## config.mk

```make
export PLATFORM = sky130hd
export DESIGN_NAME = seven_segment_number_display
export DESIGN_NICKNAME = d
export VERILOG_FILES = /design/src/rtl/ssnd_pkg.sv /design/src/rtl/seven_segment_number_display.sv
export SDC_FILE = /design/constraint.sdc
export NUM_CORES = 1
export LEC_CHECK = 0
export BUFFER_PORTS_ARGS = -buffer_cell sky130_fd_sc_hd__buf_2
export CORE_MARGIN = 4
export CORE_UTILIZATION = 35
export DETAILED_ROUTE_END_ITERATION = 8
export GPL_ROUTABILITY_DRIVEN = 0
export PLACE_DENSITY = 0.53
export SLEW_MARGIN = 20
export SYNTH_ARGS = -nofsm -noshare
export SYNTH_HDL_FRONTEND = slang
export SYNTH_SLANG_ARGS = --single-unit
```

## constraint.sdc

```tcl
create_clock -name clk -period 16.95 [get_ports clk]
set_input_delay 4.2375 -clock clk [delete_from_list [all_inputs] [get_ports clk]]
set_output_delay 4.2375 -clock clk [all_outputs]
set_load 0.1 [all_outputs]
```

## src/rtl/ssnd_pkg.sv

```systemverilog
package ssnd_pkg;

  // Microcode field widths
  localparam int STEP_W = 3;

  typedef logic [STEP_W-1:0] step_t;

  // Datapath operations
  typedef enum logic [1:0] {
    OP_NOP       = 2'd0,
    OP_DIGIT     = 2'd1,
    OP_LOAD_FRAC = 2'd2,
    OP_EMIT      = 2'd3
  } uop_t;

  // Jump conditions
  typedef enum logic [1:0] {
    CND_ALWAYS    = 2'd0,
    CND_IN_XFER   = 2'd1,
    CND_CNT_ZERO  = 2'd2,
    CND_UPD_OR_LE = 2'd3   // update flag at the check step, last emit in EMIT
  } cond_t;

  // One control word: operation, condition, target if true, target if false
  typedef struct packed {
    uop_t  op;
    cond_t cond;
    step_t tgt_t;
    step_t tgt_f;
  } ucode_t;

  // Program step numbers
  localparam step_t ST_WAIT      = 3'd0;
  localparam step_t ST_INT_DIG   = 3'd1;
  localparam step_t ST_LOAD_FRAC = 3'd2;
  localparam step_t ST_FRAC_DIG  = 3'd3;
  localparam step_t ST_CHECK     = 3'd4;
  localparam step_t ST_EMIT      = 3'd5;

  // Control store
  function automatic ucode_t ucode_rom(input step_t step);
    ucode_t w;
    unique case (step)
      ST_WAIT:      w = '{OP_NOP,       CND_IN_XFER,   ST_INT_DIG,   ST_WAIT};
      ST_INT_DIG:   w = '{OP_DIGIT,     CND_CNT_ZERO,  ST_LOAD_FRAC, ST_INT_DIG};
      ST_LOAD_FRAC: w = '{OP_LOAD_FRAC, CND_ALWAYS,    ST_FRAC_DIG,  ST_FRAC_DIG};
      ST_FRAC_DIG:  w = '{OP_DIGIT,     CND_CNT_ZERO,  ST_CHECK,     ST_FRAC_DIG};
      ST_CHECK:     w = '{OP_NOP,       CND_UPD_OR_LE, ST_EMIT,      ST_WAIT};
      ST_EMIT:      w = '{OP_EMIT,      CND_UPD_OR_LE, ST_WAIT,      ST_EMIT};
      default:      w = '{OP_NOP,       CND_ALWAYS,    ST_WAIT,      ST_WAIT};
    endcase
    return w;
  endfunction

  // Seven-segment patterns, bits 0-6 are a-g
  function automatic logic [7:0] seg_pattern(input logic [3:0] d);
    logic [7:0] p;
    unique case (d)
      4'd0:    p = 8'b0011_1111;
      4'd1:    p = 8'b0000_0110;
      4'd2:    p = 8'b0101_1011;
      4'd3:    p = 8'b0100_1111;
      4'd4:    p = 8'b0110_0110;
      4'd5:    p = 8'b0110_1101;
      4'd6:    p = 8'b0111_1101;
      4'd7:    p = 8'b0000_0111;
      4'd8:    p = 8'b0111_1111;
      4'd9:    p = 8'b0110_1111;
      default: p = 8'b0000_0000;
    endcase
    return p;
  endfunction

  localparam logic [7:0] SEG_POINT = 8'h80;

  // Reciprocal of ten for 16-bit operands: q = (v * RECIP10) >> RECIP_SH
  localparam logic [15:0] RECIP10  = 16'd52429;
  localparam int          RECIP_SH = 19;

endpackage

```

## src/rtl/seven_segment_number_display.sv

```systemverilog
// Channel  Direction  Handshake             Payload
// in       input      in_valid / in_stall   int/frac value, pos, len; flags
// out      output     out_valid / out_stall digit_index, segments, last
// cfg      input      cfg_wr_en             cfg_flash_mask
//
// An item passes through the wait step, one divide-by-ten step per digit plus a
// closing step for each part, the fraction load and the update check. Update
// adds DIGITS emit steps, each held for as long as the output is stalled.
// Synchronous active-low reset clears the digit buffer, flash mask and
// sequencer. in_stall is high whenever the sequencer is away from its wait step.
module seven_segment_number_display #(
  parameter int DIGITS = 4
) (
  input  logic        clk,
  input  logic        rst_n,
  input  logic        in_valid,
  output logic        in_stall,
  input  logic [15:0] in_int_value,
  input  logic [1:0]  in_int_pos,
  input  logic [2:0]  in_int_len,
  input  logic [15:0] in_frac_value,
  input  logic [1:0]  in_frac_start,
  input  logic [2:0]  in_frac_count,
  input  logic        in_mark_point,
  input  logic        in_update,
  input  logic        in_blink_on,
  output logic        out_valid,
  input  logic        out_stall,
  output logic [1:0]  out_digit_index,
  output logic [7:0]  out_segments,
  output logic        out_last,
  input  logic        cfg_wr_en,
  input  logic [3:0]  cfg_flash_mask
);
  import ssnd_pkg::*;

  localparam int IDX_W = (DIGITS > 1) ? $clog2(DIGITS) : 1;

  // Sequencer and datapath registers
  step_t       step_r, step_nxt;
  logic [3:0]  flash_r;
  logic [7:0]  buf_r [DIGITS];
  logic [15:0] val_r, val_nxt;
  logic [3:0]  at_r, at_nxt;
  logic [2:0]  cnt_r, cnt_nxt;
  logic        pt_r, pt_nxt;
  logic [15:0] fval_r;
  logic [1:0]  fpos_r;
  logic [2:0]  flen_r;
  logic        upd_r, blink_r;
  logic [IDX_W-1:0] d_r, d_nxt;
  logic        ov_r, ov_nxt;
  logic [1:0]  oidx_r, oidx_nxt;
  logic [7:0]  oseg_r, oseg_nxt;
  logic        olast_r, olast_nxt;

  ucode_t      uw;
  logic        in_xfer, slot_free, d_last, cond_ok;
  logic [31:0] prod;
  logic [15:0] quot;
  logic [3:0]  rem;
  logic [7:0]  pat;
  logic        wr_en;
  logic [2:0]  d_ext;
  logic        flashing;

  assign uw       = ucode_rom(step_r);
  assign in_stall = (step_r != ST_WAIT);
  assign in_xfer  = in_valid && !in_stall;
  assign slot_free = !ov_r || !out_stall;
  assign d_last   = (d_r == IDX_W'(DIGITS - 1));

  // Divide by ten with remainder
  assign prod = 32'(val_r) * 32'(RECIP10);
  assign quot = 16'(prod >> RECIP_SH);
  assign rem  = 4'(val_r - ((quot << 3) + (quot << 1)));
  assign pat  = seg_pattern(rem) | (pt_r ? SEG_POINT : 8'h00);
  assign wr_en = (uw.op == OP_DIGIT) && (cnt_r != 3'd0) &&
                 ({1'b0, at_r} < 5'(DIGITS));

  // Flash mask covers the first four digits only
  assign d_ext    = 3'(d_r);
  assign flashing = !d_ext[2] && flash_r[d_ext[1:0]];

  // Jump condition
  always_comb begin
    unique case (uw.cond)
      CND_ALWAYS:    cond_ok = 1'b1;
      CND_IN_XFER:   cond_ok = in_xfer;
      CND_CNT_ZERO:  cond_ok = (cnt_r == 3'd0);
      CND_UPD_OR_LE: cond_ok = (uw.op == OP_EMIT) ? (slot_free && d_last) : upd_r;
      default:       cond_ok = 1'b0;
    endcase
    step_nxt = cond_ok ? uw.tgt_t : uw.tgt_f;
  end

  // Datapath next state
  always_comb begin
    val_nxt   = val_r;
    at_nxt    = at_r;
    cnt_nxt   = cnt_r;
    pt_nxt    = pt_r;
    d_nxt     = d_r;
    ov_nxt    = ov_r && out_stall;
    oidx_nxt  = oidx_r;
    oseg_nxt  = oseg_r;
    olast_nxt = olast_r;
    unique case (uw.op)
      OP_NOP: begin
        if (in_xfer) begin
          val_nxt = in_int_value;
          at_nxt  = 4'(in_int_pos);
          cnt_nxt = in_int_len;
          pt_nxt  = in_mark_point;
        end
        d_nxt = '0;
      end
      OP_DIGIT: begin
        if (cnt_r != 3'd0) begin
          val_nxt = quot;
          at_nxt  = at_r + 4'd1;
          cnt_nxt = cnt_r - 3'd1;
          pt_nxt  = 1'b0;
        end
      end
      OP_LOAD_FRAC: begin
        val_nxt = fval_r;
        at_nxt  = 4'(fpos_r);
        cnt_nxt = flen_r;
        pt_nxt  = 1'b0;
      end
      OP_EMIT: begin
        if (slot_free) begin
          ov_nxt    = 1'b1;
          oidx_nxt  = 2'(d_r);
          oseg_nxt  = (flashing && !blink_r) ? 8'h00 : buf_r[d_r];
          olast_nxt = d_last;
          d_nxt     = d_r + IDX_W'(1);
        end
      end
      default: ;
    endcase
  end

  // Control registers
  always_ff @(posedge clk) begin
    if (!rst_n) begin
      step_r  <= ST_WAIT;
      ov_r    <= 1'b0;
      flash_r <= 4'd0;
      for (int i = 0; i < DIGITS; i++) begin
        buf_r[i] <= 8'h00;
      end
    end else begin
      step_r <= step_nxt;
      ov_r   <= ov_nxt;
      if (cfg_wr_en) begin
        flash_r <= cfg_flash_mask;
      end
      if (wr_en) begin
        buf_r[at_r[IDX_W-1:0]] <= pat;
      end
    end
  end

  // Payload registers
  always_ff @(posedge clk) begin
    val_r   <= val_nxt;
    at_r    <= at_nxt;
    cnt_r   <= cnt_nxt;
    pt_r    <= pt_nxt;
    d_r     <= d_nxt;
    oidx_r  <= oidx_nxt;
    oseg_r  <= oseg_nxt;
    olast_r <= olast_nxt;
    if (in_xfer) begin
      fval_r  <= in_frac_value;
      fpos_r  <= in_frac_start;
      flen_r  <= in_frac_count;
      upd_r   <= in_update;
      blink_r <= in_blink_on;
    end
  end

  assign out_valid       = ov_r;
  assign out_digit_index = oidx_r;
  assign out_segments    = oseg_r;
  assign out_last        = olast_r;

endmodule

```

# == After elaboration in Yosys (flattened, before gate mapping) ==
# Memories as Yosys holds them, arrays and structs flattened. A register that Yosys moved wholly into a read port is not among the register bits.
# Index checks and enable logic that the tools add are counted.
# totals
ff_bits,60
elab_cells,94
inputBits,54
romBits,112
mem_bits_rw,32
output_inout_bits,13
n_memories,2
# memory_table
name,depth,word_bits,rd,rd_ports_with_merged_regs,wr,line_no,rtl
(name not given),16,7,1,0,0,ssnd_pkg.sv:58,unique case (d)
buf_r,4,8,1,1,4,seven_segment_number_display.sv:42,logic [7:0] buf_r [DIGITS];
# op_classes
n_eq_ne,15
n_lt_le_gt_ge,2
mul,1
n_addsub,5
n_bitwise,1
reduce_logical,23
muxes,30
# op_table
operator,n
10-bit case mux with 6 select lines,1
16-bit case mux with 3 select lines,1
"16-bit by 16-bit multiplier with 32-bit output, second input constant",1
16-bit two-way mux,2
8-bit two-way mux,2
4-bit case mux with 3 select lines,1
1-bit two-way mux,11
"2-bit == test, second input constant",5
3-bit two-way mux,3
3-bit case mux with 3 select lines,1
3-bit nonzero test,3
4-bit two-way mux,2
8-bit OR,1
8-bit OR reduction,1
"3-bit by 2-bit == test with 1-bit output, second input constant",2
"3-bit == test, second input constant",2
1-bit logical AND,6
3-bit logical NOT,2
"4-bit by 1-bit adder with 4-bit output, second input constant",1
4-bit adder,1
"2-bit by 1-bit == test with 1-bit output, second input constant",2
1-bit logical NOT,4
2-bit logical NOT,2
"4-bit by 3-bit less-than comparator with 1-bit output, second input constant",1
other kinds (16),19

# == Depth between registers and ports, before layout ==
# Gate-level depths: netlist (run 1).
# logic_depth
word_depth,10
ltp_mapped,25
depth_no_buf,25

# == Worst setup path after synthesis (run 1) ==
# No wires, ideal clock.
# synth_timing
path_type,input to register
startpoint,in in_valid
endpoint,"reg at_r[0], enable pin"
setup_time_ps,446
setup_slack_ps,10276
path_stages,2
path_buffers,0
arrival_ps,6228
t_required_ps,16504
cell_sequence,nand2_1 a221oi_1
# synth_between
elab_chain_len,3
# synth_rtl
element,line_no,rtl
from (decl),seven_segment_number_display.sv:16,"input logic in_valid,"
1-bit logical AND,seven_segment_number_display.sv:69,assign in_xfer = in_valid && !in_stall;
2-bit != test (no source line),--,
3-bit AND reduction (no source line),--,
to (signal assigned),seven_segment_number_display.sv:169,at_r <= at_nxt;
to (decl),seven_segment_number_display.sv:44,"logic [3:0] at_r, at_nxt;"
# Every way passes these cells.
# A chain may end at the register's enable or synchronous reset.

==> reports/qor.yml, run 1 <==
status: "complete, no violations"
setup_ws_ns: 9.70
min_period_ns: 7.25
ios: 67
routed_wl_mm: 20.5
area_delta_synth_final_pct: 11.3
dr.first_iter.drc_count: 271
ys_ff_latch: 100
worstSkewPairLatency_ns: 0.36
drc_errors: 0
async_flop_share_pct: 0
crit_path_end_kind: "flip-flop"
grt_max_degree: 37
fmax_ghz: 0.138
rsz0062_at_grt: "no"
fillers: 2511
cpMaxStageDelayCell: "fa_1"
syn_area_um2: 9150
antenna_found_initial: 0
tightest_slew_ns: 0.961
path_cells: "ha_1 > inv_1 > fa_1 > inv_1 > fa_1 > fa_1 > fa_1 > inv_1 > fa_1 > inv_1 > ha_1 > and3_1 > a221o_1 > a211oi_1 > xnor2_1 > ha_1 > xor2_1 > nor2_1 > a211oi_4 > xnor2_4 > mux2i_1 > nor2_1"
ant_nets: 0
drtPass1Iterations: 4
seq_area_frac_synth_pct: 31.9
grt_pass1_vias: 6403
die_height_um: 170
holdWs_ns: 0.521
startpoint_type: "flip-flop"
fin_skew_ns: 0.0105
critical_path_arrival_ns: 7.34
hold_buffers: 0
nets: 1182
vias: 5868
pre_cts_slack_ns: 9.69
crit_path_max_incr_delay_ns: 0.56
cts_tree: "built"
grt_usage_pct: 15.0
post_cts_buffers: 0
path_max_fanout: 7
met3_length_um: 846
slew_headroom_pct: 35.9
numCtsBuffers: 9
setup_viol: 0
max-cap-violations: 0
cts.reportedPaths.clkPinSlew_ns: 0.08
drive_gt1_share_pct: 12.3
post_drt_wl_per_cell_um: 16.6
n_antenna_cell: 0
regArea_um2: 2920
wl_met2_mm: 9.74
via_per_inst: 4.75
yosys_warnings: 0
postSynthCellCount: 834
final_util_pct: 40.0
fin_setup_tns_ns: 0
yosysUniqueCellTypes: 56
clockBufferDepth: 2
cp_common_cell: "fa_1"
grt_overflow: 0
dieArea_um2: 28800
synth-edff-count: 92
cts-root-buf: "clkbuf_16"
criticalPathCategory: "flip-flop to flip-flop"
finalHoldViolations: 0
avgSynthCellArea_um2: 11.0
htreeDepth: 3
drv_slew: 0
synthesis.nets: 1115
crit_required_ns: 17.05
multi_input_area_um2: 5440
port_buffers: 66
holdCritPathClass: "flip-flop to flip-flop"
dr.max_layer_used: "met4"
start_util_pct: 35.9
cts-resized-gates: 0
post-dp-hpwl_mm: 17.1
num_rows: 58
cts_sinks: 100
grt_first_pass_wirelength_mm: 33.9
min_period_over_period_pct: 42.7
wl_met1_mm: 9.68
die_w_um: 170
synthFlopType: "edfxtp_1"
core-area_um2: 25500
## cell families (layout without fill, tap and decap cells)
| kind of cell | after synthesis | after routing | synth area share [%] |
|---|---|---|---|
| xor+xnor | 25 | 25 | 2.68 |
| simple gates | 138 | 138 | 7.12 |
| compound gates | 110 | 110 | 8.63 |
| buf+inv | 216 | 288 | 8.86 |
| fa+ha+maj | 227 | 227 | 37.6 |
| flops | 100 | 100 | 31.9 |
| mux | 18 | 18 | 3.20 |
## critical path: cells and delay by family (launching register included)
| family | cells | cell delay [ns] |
|---|---|---|
| AOI/OAI and AO/OA | 3 | 1.02 |
| xor gates and xnor gates | 3 | 0.74 |
| adders and majority gates | 8 | 3.55 |
| buffers and inverters | 4 | 0.26 |
| DFF | 1 | 0.53 |
| muxes | 1 | 0.40 |
| and+or+nand+nor | 3 | 0.46 |
## cells in the final DEF, fill, tap and decap left out, drive strengths merged, types with 4 or more instances in the layout
master and instances:
a22oi 12, and3 5, xnor2 14, o21ai 26, a211oi 6, mux4 9, mux2i 9, fa 80
nand2 32, nor3 7, nand2b 4, a31oi 4, buf 70, nor2 49, nor2b 28, ha 147
and2 4, a21o 9, inv 206, a21oi 31, xor2 11, dfxtp 8, edfxtp 92, clkbuf 9
## synth_stat cells (all sizes together) (11+ instances only)
cell type / instances / share of area, %
edfxtp: 92 / 30
a22oi: 12 / 0.98
xor2: 11 / 1.1
inv: 202 / 8.3
xnor2: 14 / 1.6
ha: 147 / 20
o21ai: 26 / 1.4
nand2: 32 / 1.3
a21oi: 31 / 1.9
nor2: 49 / 2.0
clkbuf: 13 / 0.53
nor2b: 28 / 1.9
fa: 80 / 17
## path summary, 6_finish.rpt
kind / end / slack, ns / cells after the start / from
setup reg to reg: buf_r[2][2] / 9.70 / 22 / val_r[6]
setup / recovery: buf_r[2][2] / 9.70 / 22 / val_r[6]
hold reg to reg: flash_r[1] / 0.52 / 2 / flash_r[1]
hold / removal: flash_r[1] / 0.52 / 2 / flash_r[1]
## flip-flops by register name, summed over array words and instances, names as in the netlist, 3 cells and up, named ones only
name          cells
at_r              4
buf_r            32
cnt_r             3
flash_r           4
flen_r            3
fval_r           16
out_segments      8
val_r            16
## routing by layer
metal / vias to the layer above / track usage, %
met2: 115 / 25.0
met4: 0 / 3.40
li1: 2894 / -
met1: 2844 / 20.8
met5: - / 0
met3: 15 / 2.33
## through the flow
stage	std cells	area [um^2]
after floorplan	834	9150
after global placement	1220	9890
after detailed placement	1220	9890
after CTS	1236	10200
after global routing	1236	10200
final	1236	10200
## layout make-up
class,count,area share [%]
multi-input combinational,518,53.4
sequential,100,28.7
tap,330,4.05
clock buffer,9,2.21
inverter,202,7.44
timing repair buffer,70,3.54
clock inverter,7,0.676
Power of run 1 is left out: the tool's default activity adds up to more than one toggle a clock period on the data nets, which glitch-free logic cannot reach.
==> run 2, diff against run 1 <==
ABC_AREA = 1   (was unset)
clock period = 7.5 ns   (was 16.95 ns; I/O delays follow)
==> run 2 against run 1 <==
Effect of this change: utilization decreased by 0.19 points; clock skew about the same; sequential share of layout area decreased by 1.7 points; sequential cell count unchanged; maximum frequency increased by 8.5%; largest cell class unchanged; critical path depth increased by 4; non-clock buffer count decreased by 3; first-iteration DRC count increased by 44%.
==> reports/qor.yml, run 2 <==
core-area_um2: 27200  # was 25500 um^2
vias: 7097  # was 5868
synth.area.top_cells: "edfxtp_1, ha_1, fa_1, inv_1, nand2_1"  # was edfxtp_1, ha_1, fa_1, inv_1, mux4_2
cts-resized-gates: 0  # unchanged
min_period_ns: 6.68  # was 7.25 ns
crit_required_ns: 7.61  # was 17.05 ns
avgSynthCellArea_um2: 9.09  # was 11.0 um^2
area_delta_synth_final_pct: 11.1  # was 11.3%
largestRegisters: "buf_r x32, fval_r x16, val_r x16"  # unchanged
slew_headroom_pct: 33.4  # was 35.9%
n_antenna_cell: 0  # unchanged
postSynthCellCount: 1072  # was 834
critPathBufInv: 6  # was 4
die_w_um: 175  # was 170 um
multi_input_area_um2: 5810  # was 5440 um^2
regArea_um2: 2920  # unchanged
cpLargestDelayFamily: "adder cells"  # unchanged
yosysTopAreaCell: "edfxtp_1"  # unchanged
grt_overflow: 0  # unchanged
drv_slew: 0  # unchanged
start_util_pct: 35.8  # was 35.9%
startpoint_type: "flip-flop"  # unchanged
yosys_warnings: 0  # unchanged
cts_sinks: 100  # unchanged
cts-root-buf: "clkbuf_16"  # unchanged
async_flop_share_pct: 0  # unchanged
drive_gt1_share_pct: 10.3  # was 12.3%
synthFlopType: "edfxtp_1"  # unchanged
die_height_um: 175  # was 170 um
grt_max_degree: 27  # was 37
mostFrequentLayoutCells: "inv_1, nand2_1, ha_1"  # was inv_1, ha_1, edfxtp_1
grt_pass1_vias: 7541  # was 6403
drtPass1Iterations: 5  # was 4
synthesis.nets: 1353  # was 1115
crit_path_end_kind: "flip-flop"  # unchanged
routed_wl_mm: 24.5  # was 20.5 mm
seq_area_frac_synth_pct: 30.0  # was 31.9%
largest_reg_flops: 32  # unchanged
hold_buffers: 0  # unchanged
via_per_inst: 4.69  # was 4.75
synth_most_common_cell: "inv_1"  # unchanged
antenna_found_initial: 1  # was 0
status: "complete, no violations"  # unchanged
cpMaxStageDelayCell: "fa_1"  # unchanged
post_drt_wl_per_cell_um: 16.2  # was 16.6 um
fin_skew_ns: 0.0108  # was 0.0105 ns
ios: 67  # unchanged
crit_path_max_incr_delay_ns: 0.58  # was 0.56 ns
dr.first_iter.drc_count: 391  # was 271
fillers: 2816  # was 2511
synth_top_area_share_pct: 28.4  # was 30.2%
max-cap-violations: 0  # unchanged
layout_commonest_cell: "inv_1"  # unchanged
ys_ff_latch: 100  # unchanged
top_register: "buf_r"  # unchanged
cp_common_cell: "inv_1"  # was fa_1
fin_setup_tns_ns: 0  # unchanged
rsz0062_at_grt: "no"  # unchanged
ys_top_cells_by_count: "inv_1, nand2_1, ha_1, nor2_1, edfxtp_1"  # was inv_1, ha_1, edfxtp_1, fa_1, nor2_1
fmax_ghz: 0.150  # was 0.138 GHz
ant_nets: 0  # unchanged
criticalPathCategory: "flip-flop to flip-flop"  # unchanged
yosysUniqueCellTypes: 42  # was 56
num_rows: 60  # was 58
nets: 1417  # was 1182
worstSkewPairLatency_ns: 0.36  # about the same
path_max_fanout: 6  # was 7
grt_first_pass_wirelength_mm: 40.3  # was 33.9 mm
htreeDepth: 3  # unchanged
grt_usage_pct: 16.6  # was 15.0%
final_util_pct: 39.8  # was 40.0%
port_buffers: 66  # unchanged
syn_area_um2: 9740  # was 9150 um^2
cts_tree: "built"  # unchanged
clockBufferDepth: 2  # unchanged
numCtsBuffers: 9  # unchanged
cts.reportedPaths.clkPinSlew_ns: 0.09  # was 0.08 ns
post_cts_buffers: 0  # unchanged
setup_viol: 0  # unchanged
synth-edff-count: 92  # unchanged
min_period_over_period_pct: 89.0  # was 42.7%
tightest_slew_ns: 0.994  # was 0.961 ns
post-dp-hpwl_mm: 20.4  # was 17.1 mm
finalHoldViolations: 0  # unchanged
dieArea_um2: 30600  # was 28800 um^2
holdCritPathClass: "flip-flop to flip-flop"  # unchanged
drc_errors: 0  # unchanged
critical_path_arrival_ns: 6.78  # was 7.34 ns
-- run 2: cell count changes after synthesis, moves of 13 or more --
cell,change
nand3_1,+45
nand2_1,+121
o21ai_0,+13
nor2b_1,-28
inv_1,+53
nor2_1,+49
-- run 2: metrics by stage --
stage	hold WS, ns	setup WS, ns	instance area (um^2)	instances
after floorplan	0.452	1.38	9740	1072
after global placement	0.485	0.896	10500	1497
after detailed placement	0.487	0.875	10500	1497
after CTS	0.506	0.834	10800	1513
after global routing	0.550	0.404	10800	1513
final	0.498	0.824	10800	1513
-- run 2: cell families after synthesis --
family                     after synthesis  synth area share, %
xor gates and xnor gates                10                0.899
adders and majority gates              227                 35.3
buffers and inverters                  275                 10.6
and+or+nand+nor                        341                 15.7
DFF                                    100                 30.0
AOI/OAI and AO/OA                      119                 7.49
-- run 2: final cells by class --
| cell class | instances | share of cell area [%] |
|---|---|---|
| inverter | 261 | 9.06 |
| sequential | 100 | 27.0 |
| tap | 372 | 4.30 |
| clock inverter | 7 | 0.740 |
| timing repair buffer | 67 | 3.12 |
| clock buffer | 9 | 2.08 |
| multi-input combinational | 697 | 53.7 |
-- run 2: routing by layer --
| metal | up-vias | share of wire (%) | GRT usage (%) |
|---|---|---|---|
| li1 | 3557 | - | - |
| met1 | 3375 | 49 | 23.9 |
| met2 | 146 | 45 | 26.6 |
| met3 | 19 | 4.5 | 2.64 |
| met4 | 0 | 1.4 | 3.76 |
| met5 | - | 0 | 0 |
-- run 2: tightest hold or removal path: stages, from the launching register on --
cell,delay [ns]
dfxtp_1,0.32
o21ai_0,0.07
nor2_1,0.08
-- run 2: worst paths after layout --
check | start | slack, ns | cells past startpoint | to
worst max-delay path | val_r[8] | 0.82 | 26 | buf_r[0][4]
worst min-delay path | flash_r[2] | 0.50 | 2 | flash_r[2]
worst max register to register | val_r[8] | 0.82 | 26 | buf_r[0][4]
worst min register to register | flash_r[2] | 0.50 | 2 | flash_r[2]
Power of run 2 is left out for the same reason.
